File: src/kft_pkg.sv
// ----------------------------------------------------------------------------
// kft_pkg: shared types and codes for the key frequency table
// Sequencer state codes and operation codes of the input word.
// ----------------------------------------------------------------------------
`default_nettype none

package kft_pkg;

  // operation field of an input word
  localparam logic OP_INSERT = 1'b0;
  localparam logic OP_LOOKUP = 1'b1;

  // sequencer state
  typedef logic [1:0] state_t;

  localparam state_t ST_IDLE   = 2'd0;
  localparam state_t ST_SEARCH = 2'd1;
  localparam state_t ST_FINISH = 2'd2;

endpackage

`default_nettype wire

File: src/kft_in_if.sv
// ----------------------------------------------------------------------------
// kft_in_if: request channel of the key frequency table
// Carries one operation and one key per word, valid/ready handshake.
// ----------------------------------------------------------------------------
`default_nettype none

interface kft_in_if #(
  parameter int KEY_WIDTH = 32
);

  logic                 valid;
  logic                 ready;
  logic                 operation;
  logic [KEY_WIDTH-1:0] key;

  modport source (output valid, output operation, output key, input ready);
  modport sink   (input valid, input operation, input key, output ready);

endinterface

`default_nettype wire

File: src/kft_out_if.sv
// ----------------------------------------------------------------------------
// kft_out_if: result channel of the key frequency table
// One result word per request, valid/ready handshake.
// ----------------------------------------------------------------------------
`default_nettype none

interface kft_out_if #(
  parameter int ENTRIES     = 64,
  parameter int COUNT_WIDTH = 32
);

  localparam int SLOT_W = $clog2(ENTRIES);
  localparam int USED_W = $clog2(ENTRIES + 1);

  logic                   valid;
  logic                   ready;
  logic                   found;
  logic [SLOT_W-1:0]      slot;
  logic [COUNT_WIDTH-1:0] key_count;
  logic                   table_full;
  logic [COUNT_WIDTH-1:0] biggest_count;
  logic [COUNT_WIDTH-1:0] total_count;
  logic [USED_W-1:0]      distinct_entries;

  modport source (output valid, output found, output slot, output key_count,
                  output table_full, output biggest_count, output total_count,
                  output distinct_entries, input ready);
  modport sink   (input valid, input found, input slot, input key_count,
                  input table_full, input biggest_count, input total_count,
                  input distinct_entries, output ready);

endinterface

`default_nettype wire

File: src/key_frequency_table.sv
// ----------------------------------------------------------------------------
// key_frequency_table: counting table of distinct keys with linear search
//
// in_if carries (operation, key). operation insert counts the key: a stored
// match gets its count bumped (saturating), a new key is appended with
// count 1, and a new key on a full table is dropped with table_full set.
// operation lookup only reports the matching slot and count.
// out_if returns one word per request: found, slot, key_count, table_full
// and the running largest count, total count and number of entries.
//
// The stored keys are scanned in slot order through one registered memory
// read port and one key comparator, one slot per cycle. A request is
// accepted, scanned up to the match or else over all slots in use (the scan
// is skipped on an empty table), and then finished by loading the output
// register. in_if.ready is high only while no request is in progress, so a
// new request is not accepted before the last one has finished.
// The result sits in an output register; the next request is accepted while
// it waits. A stalled receiver holds a finished request in its last step.
// Reset clears the entry count, total and largest count and the handshake;
// the key and count memories are not cleared, only slots in use are read.
// ----------------------------------------------------------------------------
`default_nettype none

module key_frequency_table #(
  parameter int ENTRIES     = 64,
  parameter int KEY_WIDTH   = 32,
  parameter int COUNT_WIDTH = 32
) (
  input  wire logic clk,
  input  wire logic rst_n,
  kft_in_if.sink    in_if,
  kft_out_if.source out_if
);

  import kft_pkg::*;

  localparam int SLOT_W = $clog2(ENTRIES);
  localparam int USED_W = $clog2(ENTRIES + 1);

  // sequencer and request registers
  state_t                 state_r, state_nxt;
  logic                   op_r;
  logic [KEY_WIDTH-1:0]   key_r;
  logic [USED_W-1:0]      rd_idx_r, rd_idx_nxt;
  logic [SLOT_W-1:0]      cmp_idx_r;
  logic                   pend_r, pend_nxt;
  logic                   hit_r, hit_nxt;
  logic [SLOT_W-1:0]      where_r, where_nxt;

  // table status
  logic [USED_W-1:0]      used_r, used_nxt;
  logic [COUNT_WIDTH-1:0] total_r, total_nxt;
  logic [COUNT_WIDTH-1:0] biggest_r, biggest_nxt;

  // storage
  logic [KEY_WIDTH-1:0]   key_mem   [ENTRIES];
  logic [COUNT_WIDTH-1:0] count_mem [ENTRIES];
  logic [KEY_WIDTH-1:0]   key_q;
  logic [COUNT_WIDTH-1:0] count_q;

  // output register
  logic                   out_valid_r;
  logic                   out_found_r;
  logic [SLOT_W-1:0]      out_slot_r;
  logic [COUNT_WIDTH-1:0] out_count_r;
  logic                   out_full_r;
  logic [COUNT_WIDTH-1:0] out_biggest_r;
  logic [COUNT_WIDTH-1:0] out_total_r;
  logic [USED_W-1:0]      out_used_r;

  logic                   in_fire;
  logic                   hit_now;
  logic                   last_now;
  logic                   rd_en;
  logic                   fire;
  logic                   is_ins;
  logic                   has_room;
  logic [COUNT_WIDTH-1:0] inc_cnt;
  logic [COUNT_WIDTH-1:0] total_inc;
  logic [COUNT_WIDTH-1:0] res_cnt;
  logic                   res_found;
  logic                   res_full;
  logic [SLOT_W-1:0]      res_slot;
  logic                   counted;
  logic                   key_we;
  logic                   count_we;
  logic [SLOT_W-1:0]      wr_addr;
  logic [COUNT_WIDTH-1:0] wr_count;

  assign in_if.ready = (state_r == ST_IDLE);
  assign in_fire     = in_if.valid && in_if.ready;

  // compare stage: key_q holds the stored key of slot cmp_idx_r
  assign hit_now  = pend_r && (key_q == key_r);
  assign last_now = pend_r && (USED_W'(cmp_idx_r) == used_r - USED_W'(1));
  assign rd_en    = (state_r == ST_SEARCH) && !hit_now && (rd_idx_r < used_r);

  // result is loaded once the output register is free
  assign fire = (state_r == ST_FINISH) && (!out_valid_r || out_if.ready);

  // update arithmetic for the finish step
  assign is_ins    = (op_r == OP_INSERT);
  assign has_room  = (used_r < USED_W'(ENTRIES));
  assign inc_cnt   = (count_q == '1) ? count_q : count_q + COUNT_WIDTH'(1);
  assign total_inc = (total_r == '1) ? total_r : total_r + COUNT_WIDTH'(1);

  always_comb begin
    res_found = 1'b0;
    res_full  = 1'b0;
    res_slot  = '0;
    res_cnt   = '0;
    counted   = 1'b0;
    key_we    = 1'b0;
    count_we  = 1'b0;
    wr_addr   = where_r;
    wr_count  = inc_cnt;
    if (is_ins) begin
      if (hit_r) begin
        res_found = 1'b1;
        res_slot  = where_r;
        res_cnt   = inc_cnt;
        counted   = 1'b1;
        count_we  = fire;
      end else if (has_room) begin
        res_slot  = used_r[SLOT_W-1:0];
        res_cnt   = COUNT_WIDTH'(1);
        counted   = 1'b1;
        key_we    = fire;
        count_we  = fire;
        wr_addr   = used_r[SLOT_W-1:0];
        wr_count  = COUNT_WIDTH'(1);
      end else begin
        res_full  = 1'b1;
      end
    end else if (hit_r) begin
      res_found = 1'b1;
      res_slot  = where_r;
      res_cnt   = count_q;
    end
  end

  // table status next values
  always_comb begin
    used_nxt    = used_r;
    total_nxt   = total_r;
    biggest_nxt = biggest_r;
    if (fire && counted) begin
      total_nxt = total_inc;
      if (res_cnt > biggest_r) begin
        biggest_nxt = res_cnt;
      end
      if (!hit_r) begin
        used_nxt = used_r + USED_W'(1);
      end
    end
  end

  // sequencer
  always_comb begin
    state_nxt  = state_r;
    rd_idx_nxt = rd_idx_r;
    pend_nxt   = pend_r;
    hit_nxt    = hit_r;
    where_nxt  = where_r;
    case (state_r)
      ST_IDLE: begin
        if (in_fire) begin
          rd_idx_nxt = '0;
          pend_nxt   = 1'b0;
          hit_nxt    = 1'b0;
          state_nxt  = (used_r == '0) ? ST_FINISH : ST_SEARCH;
        end
      end
      ST_SEARCH: begin
        pend_nxt = rd_en;
        if (rd_en) begin
          rd_idx_nxt = rd_idx_r + USED_W'(1);
        end
        if (hit_now) begin
          hit_nxt   = 1'b1;
          where_nxt = cmp_idx_r;
          state_nxt = ST_FINISH;
        end else if (last_now) begin
          state_nxt = ST_FINISH;
        end
      end
      ST_FINISH: begin
        if (fire) begin
          state_nxt = ST_IDLE;
        end
      end
      default: begin
        state_nxt = ST_IDLE;
      end
    endcase
  end

  // control registers
  always_ff @(posedge clk) begin
    if (!rst_n) begin
      state_r   <= ST_IDLE;
      pend_r    <= 1'b0;
      used_r    <= '0;
      total_r   <= '0;
      biggest_r <= '0;
    end else begin
      state_r   <= state_nxt;
      pend_r    <= pend_nxt;
      used_r    <= used_nxt;
      total_r   <= total_nxt;
      biggest_r <= biggest_nxt;
    end
  end

  // request and search payload
  always_ff @(posedge clk) begin
    if (in_fire) begin
      op_r  <= in_if.operation;
      key_r <= in_if.key;
    end
    if (rd_en) begin
      cmp_idx_r <= rd_idx_r[SLOT_W-1:0];
    end
    rd_idx_r <= rd_idx_nxt;
    hit_r    <= hit_nxt;
    where_r  <= where_nxt;
  end

  // key and count memories, registered read
  always_ff @(posedge clk) begin
    if (key_we) begin
      key_mem[wr_addr] <= key_r;
    end
    if (rd_en) begin
      key_q <= key_mem[rd_idx_r[SLOT_W-1:0]];
    end
  end

  always_ff @(posedge clk) begin
    if (count_we) begin
      count_mem[wr_addr] <= wr_count;
    end
    if (rd_en) begin
      count_q <= count_mem[rd_idx_r[SLOT_W-1:0]];
    end
  end

  // output register
  always_ff @(posedge clk) begin
    if (!rst_n) begin
      out_valid_r <= 1'b0;
    end else if (fire) begin
      out_valid_r <= 1'b1;
    end else if (out_if.ready) begin
      out_valid_r <= 1'b0;
    end
  end

  always_ff @(posedge clk) begin
    if (fire) begin
      out_found_r   <= res_found;
      out_slot_r    <= res_slot;
      out_count_r   <= res_cnt;
      out_full_r    <= res_full;
      out_biggest_r <= biggest_nxt;
      out_total_r   <= total_nxt;
      out_used_r    <= used_nxt;
    end
  end

  assign out_if.valid            = out_valid_r;
  assign out_if.found            = out_found_r;
  assign out_if.slot             = out_slot_r;
  assign out_if.key_count        = out_count_r;
  assign out_if.table_full       = out_full_r;
  assign out_if.biggest_count    = out_biggest_r;
  assign out_if.total_count      = out_total_r;
  assign out_if.distinct_entries = out_used_r;

endmodule

`default_nettype wire
File: src/flat_wrapper.sv
// flat-port wrapper written by rule: the top's interface ports become plain ports
module key_frequency_table_flat import kft_pkg::*;
#(
  parameter int ENTRIES     = 64,
  parameter int KEY_WIDTH   = 32,
  parameter int COUNT_WIDTH = 32
)
  (clk, rst_n, in_if_valid, in_if_operation, in_if_key, in_if_ready, out_if_valid, out_if_found, out_if_slot, out_if_key_count, out_if_table_full, out_if_biggest_count, out_if_total_count, out_if_distinct_entries, out_if_ready);
  kft_in_if #(.KEY_WIDTH(KEY_WIDTH)) in_if_i ();
  kft_out_if #(.ENTRIES(ENTRIES), .COUNT_WIDTH(COUNT_WIDTH)) out_if_i ();
  input  wire logic clk;
  input  wire logic rst_n;
  input wire logic [$bits(in_if_i.valid)-1:0] in_if_valid;
  input wire logic [$bits(in_if_i.operation)-1:0] in_if_operation;
  input wire logic [$bits(in_if_i.key)-1:0] in_if_key;
  output wire logic [$bits(in_if_i.ready)-1:0] in_if_ready;
  output wire logic [$bits(out_if_i.valid)-1:0] out_if_valid;
  output wire logic [$bits(out_if_i.found)-1:0] out_if_found;
  output wire logic [$bits(out_if_i.slot)-1:0] out_if_slot;
  output wire logic [$bits(out_if_i.key_count)-1:0] out_if_key_count;
  output wire logic [$bits(out_if_i.table_full)-1:0] out_if_table_full;
  output wire logic [$bits(out_if_i.biggest_count)-1:0] out_if_biggest_count;
  output wire logic [$bits(out_if_i.total_count)-1:0] out_if_total_count;
  output wire logic [$bits(out_if_i.distinct_entries)-1:0] out_if_distinct_entries;
  input wire logic [$bits(out_if_i.ready)-1:0] out_if_ready;
  assign in_if_i.valid = in_if_valid;
  assign in_if_i.operation = in_if_operation;
  assign in_if_i.key = in_if_key;
  assign in_if_ready = in_if_i.ready;
  assign out_if_valid = out_if_i.valid;
  assign out_if_found = out_if_i.found;
  assign out_if_slot = out_if_i.slot;
  assign out_if_key_count = out_if_i.key_count;
  assign out_if_table_full = out_if_i.table_full;
  assign out_if_biggest_count = out_if_i.biggest_count;
  assign out_if_total_count = out_if_i.total_count;
  assign out_if_distinct_entries = out_if_i.distinct_entries;
  assign out_if_i.ready = out_if_ready;
  key_frequency_table #(.ENTRIES(ENTRIES), .KEY_WIDTH(KEY_WIDTH), .COUNT_WIDTH(COUNT_WIDTH)) u_core (.clk(clk), .rst_n(rst_n), .in_if(in_if_i), .out_if(out_if_i));
endmodule
File: config.mk
export PLATFORM = sky130hd
export DESIGN_NAME = key_frequency_table_flat
export DESIGN_NICKNAME = d
export VERILOG_FILES = /design/src/kft_pkg.sv /design/src/kft_in_if.sv /design/src/kft_out_if.sv /design/src/key_frequency_table.sv /design/src/flat_wrapper.sv
export SDC_FILE = /design/constraint.sdc
export NUM_CORES = 2
export LEC_CHECK = 0
export ABC_AREA = 1
export BUFFER_PORTS_ARGS = -buffer_cell sky130_fd_sc_hd__buf_2
export CORE_MARGIN = 4
export CORE_UTILIZATION = 35
export CTS_CLUSTER_DIAMETER = 50
export CTS_CLUSTER_SIZE = 10
export DETAILED_ROUTE_END_ITERATION = 10
export PLACE_DENSITY_LB_ADDON = 0.08
export SETUP_SLACK_MARGIN = 0.4
export SYNTH_ARGS = -nofsm -noshare
export SYNTH_HDL_FRONTEND = slang
export SYNTH_SLANG_ARGS = --single-unit
File: constraint.sdc
create_clock -name clk -period 12.2 [get_ports clk]
set_input_delay 0 -clock clk [delete_from_list [all_inputs] [get_ports clk]]
set_output_delay 0 -clock clk [all_outputs]
set_load 0.05 [all_outputs]
==> summary.txt <==
Clock tree
  – CTS resizes: 0
  – CTS Sinks: 4,399
  – Reg clk slew, reported paths: 0.06 ns
  – Worst skew pair latency: 1.07 ns
  – CTS buffer count: 576
  – CTS Buffer Depth: 4
  – Post-CTS Setup Repair Bufs: 0
  – CTS tree: done
  – H-tree depth: 6
  – Clk root buf: clkbuf_16

GRT
  – Vias in the first global route: around 110k
  – Met2 GRT Util: 38.3%
  – First-pass GRT wire length: 862,000 um
  – Maximum number of pins on one net before global-route repair: 209
  – GRT Residual Overflow: 0
  – Top Usage Layer GRT: met2
  – Met3 Usage GRT: 2.78%
  – Antenna violations before repair: 33
  – GR Util All Layers: around a quarter
  – Met1 Usage GRT: 33.0%

Timing
  – Min Hold Slack: approximately 0.14 ns
  – TNS Setup: 0 ns
  – Max-slew violations: 0
  – Rel. slew slack: under 10%
  – Max Freq: 164 MHz
  – Final worst-path cycle share: 50.0%
  – Final setup fails: 0
  – Final hold violation count: 0
  – Tmin final: 6.10 ns
  – RSZ-0062 raised after global routing: false
  – Worst-Margin Slew: 1.39 ns
  – Final worst slack: 6.10 ns
  – Layout Skew: 0.0719 ns

Placement
  – Post-DP HPWL: between 300,000 and 400,000 um
  – Placer Congestion: 0.820
  – Pre-CTS setup slack: 6.23 ns
  – Port Buf Inserts: 149

Worst setup path
  – Arr. time, crit path: 7.01 ns
  – Reg2Reg Depth: 11
  – Worst-path fanout max: 177
  – Startpoint Class: flop
  – Required @ worst endpoint: 13.11 ns
  – CP endpoint kind: flop
  – Critical path class: flop to flop

Synth
  – Async S/R FF share, synth: 0%
  – Primary FF master, synth: edfxtp_1
  – Mapped Area: 175,000 um^2
  – Syn Nets: 13,400
  – Post-synthesis sequential area ratio: 75.1%
  – Mapped Cells: 13,300
  – Syn Area/Cell: 13.1 um^2
  – EDFF count, synth: 4,324
  – Post-synthesis cell type count: 44
  – Flop and latch count out of synthesis: 4,399
  – Synthesis Warnings: 0

Floorplanning
  – Core footprint: 498,000 um^2
  – Die H: between 700 and 800 um
  – FP Rows: approximately 260
  – Initial Util: 35.1%
  – Number of placed I/O pins: 150
  – Die ar.: 511,000 um^2
  – Die Wd: just over 700 um

Finish
  – FILL cells: 46,000
  – Synth-to-Final Area Change: 15.8%
  – Commonest non-fill, non-tap cell in the layout: edfxtp_1
  – Commonest cells after routing, fill and taps aside: 4,324 x edfxtp_1, 2,498 x nor2_1, 2,084 x o21ai_0, 774 x nand2_1, 591 x clkbuf_16
  – Nets: 13,600
  – Fraction of layout cells with a size suffix above 1: 10.4%
  – Register area: roughly 130,000 um^2
  – Area of the multi-input gates: 39,800 um^2

Routing
  – Drt drc: 0
  – Wire per inst: between 30 and 40 um
  – Final wirelength: 617,000 um
  – ANT nets after route: 0
  – First-pass DRT Iterations: 6
  – Vias per cell: 5.59
  – First DRT Iteration DRCs: approximately 12,000
  – Vias: ~110k

Flow run
  – Max Cap Viol: 0

Power
  – Pwr/cell area: 194 nW/um^2
  – Max VDD drop: 0.000159 V
  – P_leak: 65.2 nW

Worst hold path
  – Hold crit path type: primary input to flop
  – Hold Path Depth: 4

Status
  – Outcome: finished clean
## synthesized netlist by cell type (3+ instances only)
library cell / number / area share (%)
nor3_2: 9 / 0.052
edfxtp_1: 4324 / 74
inv_2: 22 / 0.047
nor2_2: 13 / 0.046
a21boi_0: 5 / 0.021
o221ai_1: 482 / 2.4
o21a_1: 4 / 0.017
o21ai_1: 21 / 0.060
clkbuf_1: 656 / 1.4
nand3_1: 566 / 1.6
xor2_1: 37 / 0.19
and2_1: 3 / 0.011
xnor2_1: 15 / 0.075
buf_4: 10 / 0.043
o22ai_1: 286 / 1.0
o21bai_1: 4 / 0.017
nor2_1: 2558 / 5.5
nand4_1: 12 / 0.043
nor4_1: 6 / 0.021
nand3b_1: 8 / 0.034
nand2_1: 775 / 1.7
o21ai_2: 5 / 0.025
dfxtp_1: 75 / 0.86
ha_1: 43 / 0.31
a21oi_1: 107 / 0.31
o21ai_0: 2084 / 6.0
buf_2: 244 / 0.70
nor3_1: 91 / 0.26
o211ai_1: 543 / 2.3
inv_1: 258 / 0.55
buf_1: 33 / 0.071
o2111ai_1: 4 / 0.020
buf_6: 4 / 0.026
## routing by layer
layer	wire [um]	vias to the layer above
met5	31	-
met4	17400	4
met3	35400	831
met2	290000	3965
met1	274000	59500
li1	-	50200
## final timing paths
| kind | slack, ns | start | to |
|---|---|---|---|
| worst min-delay path | 0.14 | in_if_valid | u_core.op_r |
| worst max register to register | 6.10 | u_core.rd_idx_r[0] | u_core.key_q[2] |
| worst max-delay path | 6.10 | u_core.rd_idx_r[0] | u_core.key_q[2] |
| worst min register to register | 0.48 | u_core.cmp_idx_r[1] | u_core.where_r[1] |
## cell families (layout without fill, tap and decap cells)
family                     count (synthesis)  in the layout  synth area share (%)
adders and majority gates                 43             43                 0.308
DFF                                     4399           4399                  75.1
other                                      0              7                     0
AOI/OAI and AO/OA                       3551           3551                  12.2
and+or+nand+nor                         4051           4051                  9.28
xor gates and xnor gates                  52             52                 0.260
buffers and inverters                   1228           1710                  2.85
## critical path, stage by stage, from the launching register on
cell and delay, ns:
edfxtp_1 0.36, buf_4 0.63, buf_4 0.82, buf_4 0.96, buf_12 0.59, buf_4 0.93, o21ai_0 0.23, o221ai_1 0.24
o211ai_1 0.13, nand2_1 0.26, nand2_1 0.19, nand3_1 0.15
## sequential cells by signal, indices dropped and copies added, names as in the netlist, 2 cells and up
register / count
u_core.biggest_r: 32
u_core.cmp_idx_r: 6
u_core.count_mem: 2048
u_core.count_q: 32
u_core.key_mem: 2048
u_core.key_q: 32
u_core.key_r: 32
u_core.out_if.biggest_count: 32
u_core.out_if.distinct_entries: 7
u_core.out_if.key_count: 32
u_core.out_if.slot: 6
u_core.out_if.total_count: 32
u_core.rd_idx_r: 7
u_core.state_r: 2
u_core.total_r: 32
u_core.used_r: 7
u_core.where_r: 6
## area by class of cell
class,count,area share [%]
diodes,7,0.00865
clock buffers,669,7.47
inverters,280,0.544
well taps,6655,4.11
clock inverters,210,1.30
multi-input cells,7697,19.6
repair buffers,551,2.08
flip-flops and latches,4399,64.9
## report_power, final
part           leakage [nW]  total (W)  switching, W  internal [W]
Combinational          16.9    0.00616       0.00481       0.00135
Clock                  8.58     0.0159       0.00650       0.00944
Sequential             39.7     0.0172     0.0000923        0.0171
## metrics by stage
stage	util, %	instance area [um^2]	instances	power, W
finish	40.7	203000	20500	0.0393
global route	40.7	202000	20500	0.0408
CTS	40.7	202000	20500	0.0397
detailed placement	37.0	184000	19500	0.0237
global placement	37.0	184000	19500	0.0236
floorplan	-	175000	13300	0.0211
## what timing repair did
item	4_1_cts	5_1_grt
hold endpoints to repair	191	0
hold buffers	76	0
setup endpoints to repair	0	0
No activity file was read; power rests on OpenSTA's default activity.
